`src/sv/rsti_pkg.sv`:
```
// shared types, codes and constants of the radix string to integer parser
`default_nettype none

package rsti_pkg;

    // width of the reported value; results wrap to this many bits
    localparam int VALUE_WIDTH = 64;

    // fixed field widths
    localparam int ACC_W   = 64;
    localparam int RADIX_W = 6;
    localparam int CHAR_W  = 8;
    localparam int PROD_W  = ACC_W + RADIX_W;

    localparam logic [ACC_W-1:0] VALUE_MASK = {ACC_W{1'b1}} >> (ACC_W - VALUE_WIDTH);

    // character codes
    localparam logic [CHAR_W-1:0] CHAR_MINUS = 8'h2D;
    localparam logic [CHAR_W-1:0] CHAR_0     = 8'h30;
    localparam logic [CHAR_W-1:0] CHAR_9     = 8'h39;
    localparam logic [CHAR_W-1:0] CHAR_UA    = 8'h41;
    localparam logic [CHAR_W-1:0] CHAR_UZ    = 8'h5A;
    localparam logic [CHAR_W-1:0] CHAR_LA    = 8'h61;
    localparam logic [CHAR_W-1:0] CHAR_LZ    = 8'h7A;
    localparam logic [CHAR_W-1:0] UPPER_BASE = 8'h37;  // 'A' - 10
    localparam logic [CHAR_W-1:0] LOWER_BASE = 8'h57;  // 'a' - 10

    // radix bounds and reset values
    localparam logic [RADIX_W-1:0] RADIX_MIN   = 6'd2;
    localparam logic [RADIX_W-1:0] RADIX_MAX   = 6'd36;
    localparam logic [RADIX_W-1:0] RADIX_RESET = 6'd10;
    localparam logic [ACC_W-1:0]   LIMIT_RESET = {ACC_W{1'b1}};

    // configuration register indexes
    typedef enum logic [1:0] {
        CFG_RADIX  = 2'd0,
        CFG_LIMIT  = 2'd1,
        CFG_SIGNED = 2'd2
    } cfg_idx_t;

    // running outcome of the string being parsed
    typedef enum logic [1:0] {
        OC_NONE     = 2'd0,
        OC_OK       = 2'd1,
        OC_OVERFLOW = 2'd2,
        OC_INVALID  = 2'd3
    } outcome_t;

    // reported status
    typedef enum logic [1:0] {
        ST_OK       = 2'd0,
        ST_INVALID  = 2'd1,
        ST_OVERFLOW = 2'd2
    } status_t;

    typedef struct packed {
        logic [RADIX_W-1:0] radix;
        logic [ACC_W-1:0]   limit;
        logic               signed_mode;
    } cfg_t;

    typedef struct packed {
        logic [ACC_W-1:0] acc;
        outcome_t         outcome;
        logic             negative;
        logic             at_start;
    } parse_t;

    typedef struct packed {
        logic [CHAR_W-1:0] character;
        logic              no_char;
        logic              is_last;
    } item_t;

    typedef struct packed {
        logic [ACC_W-1:0] value_bits;
        status_t          status;
    } result_t;

    localparam parse_t PARSE_CLEAR = '{acc: '0, outcome: OC_NONE, negative: 1'b0,
                                       at_start: 1'b1};

endpackage : rsti_pkg

`default_nettype wire

```
`src/sv/rsti_step.sv`:
```
// one parse step: digit decode, multiply-add with limit check, and the final result
`default_nettype none

module rsti_step (
    input  wire rsti_pkg::cfg_t    cfg,
    input  wire rsti_pkg::parse_t  cur,
    input  wire rsti_pkg::item_t   item,
    output rsti_pkg::parse_t       nxt,
    output rsti_pkg::result_t      res
);
    import rsti_pkg::*;

    // digit value of a byte; the flag is low for a non-digit
    function automatic logic [RADIX_W:0] digit_of(input logic [CHAR_W-1:0] ch);
        logic [CHAR_W-1:0] v;
        logic              ok;
        begin
            ok = 1'b1;
            if (ch >= CHAR_0 && ch <= CHAR_9)
                v = ch - CHAR_0;
            else if (ch >= CHAR_UA && ch <= CHAR_UZ)
                v = ch - UPPER_BASE;
            else if (ch >= CHAR_LA && ch <= CHAR_LZ)
                v = ch - LOWER_BASE;
            else
            begin
                v  = '0;
                ok = 1'b0;
            end
            digit_of = {ok, v[RADIX_W-1:0]};
        end
    endfunction

    logic [RADIX_W-1:0] base;
    logic [RADIX_W:0]   dec;
    logic [RADIX_W-1:0] digit;
    logic               digit_ok;
    logic [PROD_W-1:0]  prod;
    logic               over;
    logic               prod_eq;
    logic               is_minus;
    logic               take;
    parse_t             upd;
    logic               at_limit;
    logic [ACC_W-1:0]   neg_acc;

    // base clamped to the usable range
    always_comb
    begin
        if (cfg.radix < RADIX_MIN)
            base = RADIX_MIN;
        else if (cfg.radix > RADIX_MAX)
            base = RADIX_MAX;
        else
            base = cfg.radix;
    end

    assign dec      = digit_of(item.character);
    assign digit    = dec[RADIX_W-1:0];
    assign digit_ok = dec[RADIX_W] && (digit < base);

    // acc * base + digit is formed at full width and compared with the limit
    assign prod    = {{RADIX_W{1'b0}}, cur.acc} * {{ACC_W{1'b0}}, base}
                     + {{ACC_W{1'b0}}, digit};
    assign over    = prod > {{RADIX_W{1'b0}}, cfg.limit};
    assign prod_eq = prod == {{RADIX_W{1'b0}}, cfg.limit};

    assign is_minus = cfg.signed_mode && cur.at_start && (item.character == CHAR_MINUS);

    // state after taking the character
    always_comb
    begin
        upd  = cur;
        take = 1'b0;
        if (!item.no_char)
        begin
            upd.at_start = 1'b0;
            if (is_minus)
                upd.negative = 1'b1;
            else if (cur.outcome == OC_INVALID)
                upd.outcome = OC_INVALID;
            else if (!digit_ok)
                upd.outcome = OC_INVALID;
            else if (cur.outcome == OC_OVERFLOW)
                upd.outcome = OC_OVERFLOW;
            else if (over)
                upd.outcome = OC_OVERFLOW;
            else
            begin
                upd.acc     = prod[ACC_W-1:0];
                upd.outcome = OC_OK;
                take        = 1'b1;
            end
        end
    end

    assign at_limit = take ? prod_eq : (cur.acc == cfg.limit);
    assign neg_acc  = ~upd.acc + {{(ACC_W-1){1'b0}}, 1'b1};

    // final value and status, used only on the last word
    always_comb
    begin
        res.value_bits = '0;
        res.status     = ST_OK;
        case (upd.outcome)
            OC_NONE, OC_INVALID:
                res.status = ST_INVALID;
            OC_OVERFLOW:
                res.status = ST_OVERFLOW;
            OC_OK:
            begin
                if (cfg.signed_mode && upd.negative)
                    res.value_bits = neg_acc & VALUE_MASK;
                else if (cfg.signed_mode && at_limit)
                    res.status = ST_OVERFLOW;
                else
                    res.value_bits = upd.acc & VALUE_MASK;
            end
            default:
                res.status = ST_INVALID;
        endcase
    end

    // the last word clears the parse for the next string
    assign nxt = item.is_last ? PARSE_CLEAR : upd;

endmodule : rsti_step

`default_nettype wire

```
`src/sv/radix_string_to_integer.sv`:
```
// radix string to integer parser, top level
//
// Input words carry one byte of the string each: s_tdata holds the byte,
// s_tuser marks a word with no byte (used to end an empty string) and
// s_tlast marks the final word of a string. Only the final word produces a
// result word on the master side: m_tdata is the value, two's complement in
// signed mode and zero on error, m_tuser the status (ok, invalid, overflow).
// Base, magnitude limit and signed mode are set through the cfg write port; the
// user must write them only while no string is in progress (not enforced here).
//
// Throughput is one word per cycle unless a last word waits for a full output
// register. A taken word sits in the input register while one multiply-add by
// the base, the limit compare and the result selection run combinationally
// into the state and output registers; m_tvalid is the output register's
// valid. The accumulator feedback through that multiply-add sets the clock rate.
//
// Reset restores base 10, limit all ones and unsigned mode, and clears the
// parse. While the receiver stalls, one result waits in the output register
// and words that are not last keep flowing; a further last word waits in
// the input register until the result is taken.
`default_nettype none

module radix_string_to_integer (
    input  wire logic        clk,
    input  wire logic        rst_n,
    // configuration write port
    input  wire logic        cfg_wen,
    input  wire logic [1:0]  cfg_index,
    input  wire logic [63:0] cfg_data,
    // input words
    input  wire logic        s_tvalid,
    output logic             s_tready,
    input  wire logic [7:0]  s_tdata,   // character[7:0]
    input  wire logic        s_tuser,   // no_char
    input  wire logic        s_tlast,
    // result words
    output logic             m_tvalid,
    input  wire logic        m_tready,
    output logic [63:0]      m_tdata,   // value_bits[63:0]
    output logic [1:0]       m_tuser    // status[1:0]
);
    import rsti_pkg::*;

    cfg_t    cfg_reg;
    logic    in_valid_reg;
    item_t   in_item_reg;
    parse_t  state_reg;
    parse_t  state_next;
    logic    out_valid_reg;
    result_t out_res_reg;
    result_t step_res;
    logic    out_free;
    logic    in_go;
    logic    out_load;

    // configuration registers
    always_ff @(posedge clk or negedge rst_n)
    begin
        if (!rst_n)
        begin
            cfg_reg.radix       <= RADIX_RESET;
            cfg_reg.limit       <= LIMIT_RESET;
            cfg_reg.signed_mode <= 1'b0;
        end
        else if (cfg_wen)
        begin
            case (cfg_idx_t'(cfg_index))
                CFG_RADIX:  cfg_reg.radix       <= cfg_data[RADIX_W-1:0];
                CFG_LIMIT:  cfg_reg.limit       <= cfg_data;
                CFG_SIGNED: cfg_reg.signed_mode <= cfg_data[0];
                default:    ;
            endcase
        end
    end

    // handshake: the input register moves on unless a last word meets a full output
    assign out_free = !out_valid_reg || m_tready;
    assign in_go    = in_valid_reg && (!in_item_reg.is_last || out_free);
    assign out_load = in_go && in_item_reg.is_last;
    assign s_tready = !in_valid_reg || in_go;

    // input register control
    always_ff @(posedge clk or negedge rst_n)
    begin
        if (!rst_n)
            in_valid_reg <= 1'b0;
        else if (s_tready)
            in_valid_reg <= s_tvalid;
    end

    // input register payload
    always_ff @(posedge clk)
    begin
        if (s_tvalid && s_tready)
        begin
            in_item_reg.character <= s_tdata;
            in_item_reg.no_char   <= s_tuser;
            in_item_reg.is_last   <= s_tlast;
        end
    end

    rsti_step u_step (
        .cfg  (cfg_reg),
        .cur  (state_reg),
        .item (in_item_reg),
        .nxt  (state_next),
        .res  (step_res)
    );

    // parse state
    always_ff @(posedge clk or negedge rst_n)
    begin
        if (!rst_n)
            state_reg <= PARSE_CLEAR;
        else if (in_go)
            state_reg <= state_next;
    end

    // output register control
    always_ff @(posedge clk or negedge rst_n)
    begin
        if (!rst_n)
            out_valid_reg <= 1'b0;
        else if (out_free)
            out_valid_reg <= out_load;
    end

    // output register payload
    always_ff @(posedge clk)
    begin
        if (out_load)
            out_res_reg <= step_res;
    end

    assign m_tvalid = out_valid_reg;
    assign m_tdata  = out_res_reg.value_bits;
    assign m_tuser  = out_res_reg.status;

    // an error result never carries a value
    a_err_zero: assert property (@(posedge clk) disable iff (!rst_n)
        m_tvalid && (m_tuser != ST_OK) |-> (m_tdata == '0))
        else $error("error result with non-zero value");

    // a last word leaves a cleared parse behind
    a_clear: assert property (@(posedge clk) disable iff (!rst_n)
        out_load |=> state_reg.at_start && (state_reg.outcome == OC_NONE)
                     && !state_reg.negative && (state_reg.acc == '0))
        else $error("parse state not cleared after last word");

    // a held input word is never overwritten
    a_in_hold: assert property (@(posedge clk) disable iff (!rst_n)
        in_valid_reg && !in_go |-> !s_tready)
        else $error("input register overwritten");

    // a waiting result is never overwritten
    a_out_hold: assert property (@(posedge clk) disable iff (!rst_n)
        out_load |-> out_free)
        else $error("result register overwritten");

endmodule : radix_string_to_integer

`default_nettype wire
```
`config.mk`:
```
export PLATFORM = sky130hd
export DESIGN_NAME = radix_string_to_integer
export DESIGN_NICKNAME = d
export VERILOG_FILES = /design/src/sv/rsti_pkg.sv /design/src/sv/rsti_step.sv /design/src/sv/radix_string_to_integer.sv
export SDC_FILE = /design/constraint.sdc
export NUM_CORES = 1
export LEC_CHECK = 0
export BUFFER_PORTS_ARGS = -buffer_cell sky130_fd_sc_hd__buf_4
export CAP_MARGIN = 30
export CORE_MARGIN = 5
export CORE_UTILIZATION = 42
export DETAILED_ROUTE_END_ITERATION = 10
export SLEW_MARGIN = 20
export SYNTH_ARGS = -nofsm -noshare
export SYNTH_HDL_FRONTEND = slang
export SYNTH_SLANG_ARGS = --single-unit
```
`constraint.sdc`:
```
create_clock -name clk -period 13.65 [get_ports clk]
set_input_delay 2.73 -clock clk [delete_from_list [all_inputs] [get_ports clk]]
set_output_delay 2.73 -clock clk [all_outputs]
set_load 0.01 [all_outputs]
```
==> impl_metrics.env, run 1 <==
export IMPL_status="complete, no violations"
export IMPL_synth_seq_area_share_pct=20.4
export IMPL_ant_nets=0
export IMPL_synth_largest_area_cell="fa_1"
export IMPL_htreeDepth=1
export IMPL_synth_top_area_share_pct=17.5
export IMPL_p_per_area_mw_per_mm2=64.9
export IMPL_cts_buffers=26
export IMPL_layout_commonest_cell="nand2_1"
export IMPL_cp_slowest_cell="a21boi_1"
export IMPL_setup_ws_ps=877
export IMPL_dr_pass1_iters=6
export IMPL_post_cts_setup_buffers=0
export IMPL_required_ps=13940
export IMPL_hpwlAfterDp_um=83100
export IMPL_synth_async_sr_flop_share_pct=65.0
export IMPL_port_buffers=148
export IMPL_ir_drop_mv=0.0795
export IMPL_timing_final_crit_share_pct=93.6
export IMPL_multi_input_area_sq_mm=0.0211
export IMPL_cts_sinks=217
export IMPL_vias=25300
export IMPL_syn_cell_area_sq_mm=0.0288
export IMPL_placed_cell_area_sq_mm=0.0306
export IMPL_stdcell_area_sq_mm=0.0315
export IMPL_synthTopCellsByArea="fa_1, ha_1, edfxtp_1"
export IMPL_finalHoldViolCount=0
export IMPL_maxCapViolations=0
export IMPL_tritoncts="yes"
export IMPL_whs_ps=537
export IMPL_ys_ff_latch=217
export IMPL_grt_total_usage_pct=27.5
export IMPL_num_antenna_cells=0
export IMPL_synth_edf_count=76
export IMPL_use_met1_pct=37.4
export IMPL_wirelength_um=104000
export IMPL_busiest_layer="met2"
export IMPL_grt_max_degree=98
export IMPL_nFillCells=6686
export IMPL_insertion_delay_ps=590
export IMPL_fin_nets=3889
export IMPL_drc=0
export IMPL_clock_tree_buffer_depth=3
export IMPL_start_util_pct=42.2
export IMPL_final_cell_mix="nand2_1, inv_1, and2_1, fa_1, ha_1"
export IMPL_gp_congestion=1.01
export IMPL_synth_distinct_cells=96
export IMPL_relSlewSlack_pct=33.1
export IMPL_clk_pin_slew_ps=60
export IMPL_die_w_um=272
export IMPL_tightest_slew_ps=994
export IMPL_area_delta_synth_final_pct=9.29
export IMPL_min_delay_path_class="reg2reg"
export IMPL_cts_root_buf="clkbuf_16"
export IMPL_synth_main_ff_cell="edfxtp_1"
export IMPL_post_route_min_period_ps=12770
export IMPL_fp_dieH_um=272
export IMPL_std_cell_rows=96
export IMPL_avgSynthCellArea_sq_um=8.73
export IMPL_critPathBufInv=5
export IMPL_avgViaCountPerCell=5.98
export IMPL_final_core_util_pct=46.1
export IMPL_worstSetupPathType="reg2reg"
export IMPL_seq_area_sq_mm=0.00590
export IMPL_grt_overflow_total=0
export IMPL_max_stage_delay_ps=720
export IMPL_synth_fp_nets=3863
export IMPL_gr_usage_met2_pct=44.9
export IMPL_setup_tns_ps=0
export IMPL_worstPathArrival_ps=13070
export IMPL_ios=149
export IMPL_clock_skew_ps=44.8
export IMPL_cp_end_kind="flip-flop"
export IMPL_power_leakage_nw=15.3
export IMPL_dieArea_sq_mm=0.0740
export IMPL_coreArea_sq_mm=0.0683
export IMPL_setup_violations=0
export IMPL_synthCells=3304
export IMPL_ys_warn_count=0
export IMPL_wl_per_cell_um=24.5
export IMPL_dp_slack_ps=910
export IMPL_grt_pass1_wl_um=158000
export IMPL_start_kind="flip-flop"
export IMPL_crit_fanout=41
export IMPL_crit_family="simple AND/OR/NAND/NOR gates"
export IMPL_maxSlewViolCount=0
export IMPL_rsz0062_at_grt="false"
export IMPL_drive_above_1_share_pct=13.3
export IMPL_gr_usage_met3_pct=3.59
export IMPL_drt_iter0_markers=2526
export IMPL_max_freq_mhz=78.3
export IMPL_grt_pass1_vias=25300
export IMPL_largest_reg_flops=71
export IMPL_antenna_found_initial=2
-- worst register-to-register path, delay by kind of cell, from the launching register on --
| kind | cells | cell delay [ps] |
|---|---|---|
| AND/OR/NAND/NOR | 18 | 5280 |
| AO/OA/AOI/OAI | 10 | 2790 |
| adder cells (fa/ha/maj) | 7 | 2890 |
| multiplexers | 1 | 120 |
| buffers and inverters | 5 | 810 |
| flip-flops | 1 | 390 |
| XOR/XNOR | 1 | 210 |
-- per-stage QoR --
stage          cells  power (W)
6_report        4232    0.00205
5_1_grt         4232    0.00213
4_1_cts         4229    0.00204
3_5_place_dp    4181    0.00135
3_3_place_gp    4180    0.00135
2_1_floorplan   3304    0.00112
-- layout make-up --
class	count	share of cell area, %
Sequential cell	217	18.7
Clock buffer	33	2.26
Inverter	264	3.14
Clock inverter	15	0.345
Multi-Input combinational cell	2618	67.1
Tap cell	882	3.50
Timing Repair Buffer	203	4.96
-- metal layers --
layer	part of all wire, %	wire [um]
met3	6.5	6730
met1	43	44500
met5	0	0
met4	4.8	5010
met2	46	47300
-- worst paths after layout --
path	startpoint	to	slack, ps	depth (start not counted)
worst max register to register	cfg_reg[69]	m_tdata[60]	880	42
worst max-delay path	cfg_reg[69]	m_tdata[60]	880	42
min in group asynchronous	rst_n	cfg_reg[69]	2070	1
worst min register to register	cfg_reg[65]	cfg_reg[65]	540	1
worst min-delay path	cfg_reg[65]	cfg_reg[65]	540	1
max in group asynchronous	rst_n	state_reg[46]	10200	3
-- power breakdown --
group	leakage [nW]	internal (W)	switching, W
Clock	0.390	0.000373	0.000307
Sequential	2.46	0.000759	0.0000733
Combinational	12.4	0.000180	0.000355
-- Yosys cell counts, types with 22 or more instances --
cell and n:
inv_1 264, mux2_2 81, dfstp_2 67, dfrtp_1 74, nor3_1 56, nor4_1 63
mux2i_1 111, fa_1 252, o21ai_1 23, a21o_1 52, nand3_1 50, or3_1 59
a211oi_1 22, nor2_1 188, nand4_1 58, buf_2 28, a21oi_1 172, or4_1 23
ha_1 226, nand2_1 374, xor2_1 81, o21ai_0 148, edfxtp_1 76, clkbuf_1 166
and2_1 252
-- cell families after synthesis --
family	Yosys count	synth area share (%)
AND/OR/NAND/NOR	1240	22.2
multiplexers	194	7.09
flip-flops	217	20.4
adder cells (fa/ha/maj)	478	27.3
XOR/XNOR	100	3.04
AO/OA/AOI/OAI	606	13.5
buffers and inverters	469	6.41
-- what timing repair did --
action	in CTS	in global routing
setup endpoints to repair	0	3
hold buffers	0	0
gates resized for setup	0	1
hold endpoints to repair	0	0
(Power assumes the default switching activity.)
==> run 2, diff against run 1 <==
Settings changed: BUFFER_PORTS_ARGS -buffer_cell sky130_fd_sc_hd__buf_4 to -buffer_cell sky130_fd_sc_hd__buf_2.
==> run 2 against run 1 <==
Cell area is 1.0% lower. Clock skew is 4.6 ps lower. Routed wire length is 0.42% higher. Largest power group unchanged. Highest routed layer unchanged. Critical endpoint unchanged.
==> impl_metrics.env, run 2 (same netlist as run 1, synthesis figures left out) <==
export IMPL_multi_input_area_sq_mm=0.0211
export IMPL_placed_cell_area_sq_mm=0.0303
export IMPL_crit_top_cell="ha_1"
export IMPL_antenna_found_initial=1
export IMPL_cts_buffers=26
export IMPL_cp_end_kind="flip-flop"
export IMPL_power_internal_w=0.00132
export IMPL_largest_reg_flops=71
export IMPL_required_ps=13950
export IMPL_start_kind="flip-flop"
export IMPL_cts_hold_buf=0
export IMPL_tightest_slew_ps=1010
export IMPL_layout_commonest_cell="nand2_1"
export IMPL_tritoncts="yes"
export IMPL_finalHoldViolCount=0
export IMPL_grt_total_usage_pct=27.6
export IMPL_m1WireLength_um=43600
export IMPL_setup_tns_ps=0
export IMPL_htreeDepth=1
export IMPL_worstSetupPathType="reg2reg"
export IMPL_cts_root_buf="clkbuf_16"
export IMPL_grt_pass1_wl_um=158000
export IMPL_min_delay_path_class="reg2reg"
export IMPL_timing_final_crit_share_pct=94.2
export IMPL_maxCapViolations=0
export IMPL_wl_per_cell_um=24.5
export IMPL_cts_sinks=217
export IMPL_std_cell_rows=96
export IMPL_area_delta_synth_final_pct=8.14
export IMPL_final_cell_mix="nand2_1, inv_1, and2_1, fa_1, ha_1"
export IMPL_max_freq_mhz=77.8
export IMPL_die_w_um=272
export IMPL_timing_rr_start="cfg_reg[69]"
export IMPL_power_switching_w=0.000738
export IMPL_vias=25400
export IMPL_p_sw_share_pct=35.9
export IMPL_start_util_pct=42.2
export IMPL_drive_above_1_share_pct=13.5
export IMPL_wirelength_um=104000
export IMPL_gp_congestion=0.985
export IMPL_grt_max_degree=97
export IMPL_worstPathArrival_ps=13150
export IMPL_holdCritStartpoint="cfg_reg[65]"
export IMPL_coreArea_sq_mm=0.0683
export IMPL_ios=149
export IMPL_crit_fanout=47
export IMPL_relSlewSlack_pct=32.9
export IMPL_seqPwrFrac_pct=40.6
export IMPL_stdcell_area_sq_mm=0.0312
export IMPL_dieArea_sq_mm=0.0740
export IMPL_p_per_area_mw_per_mm2=65.9
export IMPL_top_layer="met4"
export IMPL_drt_iter0_markers=2387
export IMPL_clk_pin_slew_ps=70
export IMPL_clkPwrFrac_pct=33.8
export IMPL_ant_nets=0
export IMPL_insertion_delay_ps=590
export IMPL_comb_power_share_pct=25.6
export IMPL_startpoint="cfg_reg[69]"
export IMPL_critPathBufInv=5
export IMPL_fin_nets=3895
export IMPL_clock_skew_ps=40.2
export IMPL_crit_family="simple AND/OR/NAND/NOR gates"
export IMPL_cp_slowest_cell="a211oi_1"
export IMPL_grt_pass1_vias=25300
export IMPL_rsz0062_at_grt="false"
export IMPL_setup_violations=0
export IMPL_fp_dieH_um=272
export IMPL_seq_area_sq_mm=0.00590
export IMPL_power_leakage_nw=15.2
export IMPL_wl_met3_um=7280
export IMPL_hpwlAfterDp_um=83800
export IMPL_maxSlewViolCount=0
export IMPL_post_route_min_period_ps=12850
export IMPL_drc=0
export IMPL_route_met2_wl_um=47500
export IMPL_port_buffers=148
export IMPL_dr_pass1_iters=8
export IMPL_clock_tree_buffer_depth=3
export IMPL_nFillCells=6736
export IMPL_grt_overflow_total=0
export IMPL_cts_resized=0
export IMPL_ir_drop_mv=0.0804
export IMPL_post_cts_setup_buffers=0
export IMPL_status="complete, no violations"
export IMPL_avgViaCountPerCell=5.98
export IMPL_reg2reg_slack_ps=800
export IMPL_max_stage_delay_ps=790
-- run 2: worst reg2reg max path: cells and delay by family, from the launching register on --
kind | cells | cell delay (ps)
buffers and inverters | 5 | 930
muxes | 1 | 120
AOI/OAI and AO/OA | 12 | 3710
adders and majority gates | 7 | 2900
DFF | 1 | 390
and+or+nand+nor | 16 | 4520
-- run 2: final timing paths --
path | end | depth (start not counted)
max | m_tdata[60] | 41
min | cfg_reg[65] | 1
max reg2reg | m_tdata[60] | 41
min reg2reg | cfg_reg[65] | 1
max in group asynchronous | state_reg[58] | 3
min in group asynchronous | cfg_reg[69] | 1
-- run 2: area by class of cell --
cell class                 instances  share of cell area [%]
sequential                       217                    18.9
clock buffer                      38                    2.44
multi-input combinational       2618                    67.8
inverter                         264                    3.18
timing repair buffer             209                    3.90
antenna                            1                 0.00802
tap                              882                    3.54
clock inverter                    10                   0.237
-- run 2: per-layer routing --
| layer | up-vias | track usage [%] |
|---|---|---|
| met3 | 228 | 3.93 |
| met5 | - | 0 |
| li1 | 11500 | - |
| met4 | 0 | 11.7 |
| met2 | 1030 | 44.5 |
| met1 | 12600 | 37.4 |
-- run 2: metrics by stage --
stage | setup slack, ps | instances | power [W] | utilization (%) | hold slack [ps]
final | 798 | 4239 | 0.00205 | 45.6 | 527
after global routing | 58.6 | 4238 | 0.00213 | 45.6 | 541
after CTS | 1060 | 4233 | 0.00205 | 45.6 | 529
after detailed placement | 1130 | 4185 | 0.00135 | 44.3 | 509
after global placement | 1370 | 4183 | 0.00135 | 44.3 | 501
after floorplan | 3020 | 3304 | 0.00112 | - | 458
-- run 2: power by group through the flow --
stage / sequential, W / clock (W) / combinational [W]
global placement: 0.000840 / 0 / 0.000508
finish: 0.000833 / 0.000694 / 0.000527
CTS: 0.000831 / 0.000706 / 0.000511
global route: 0.000838 / 0.000728 / 0.000564
detailed placement: 0.000842 / 0 / 0.000508
floorplan: 0.000805 / 0 / 0.000311
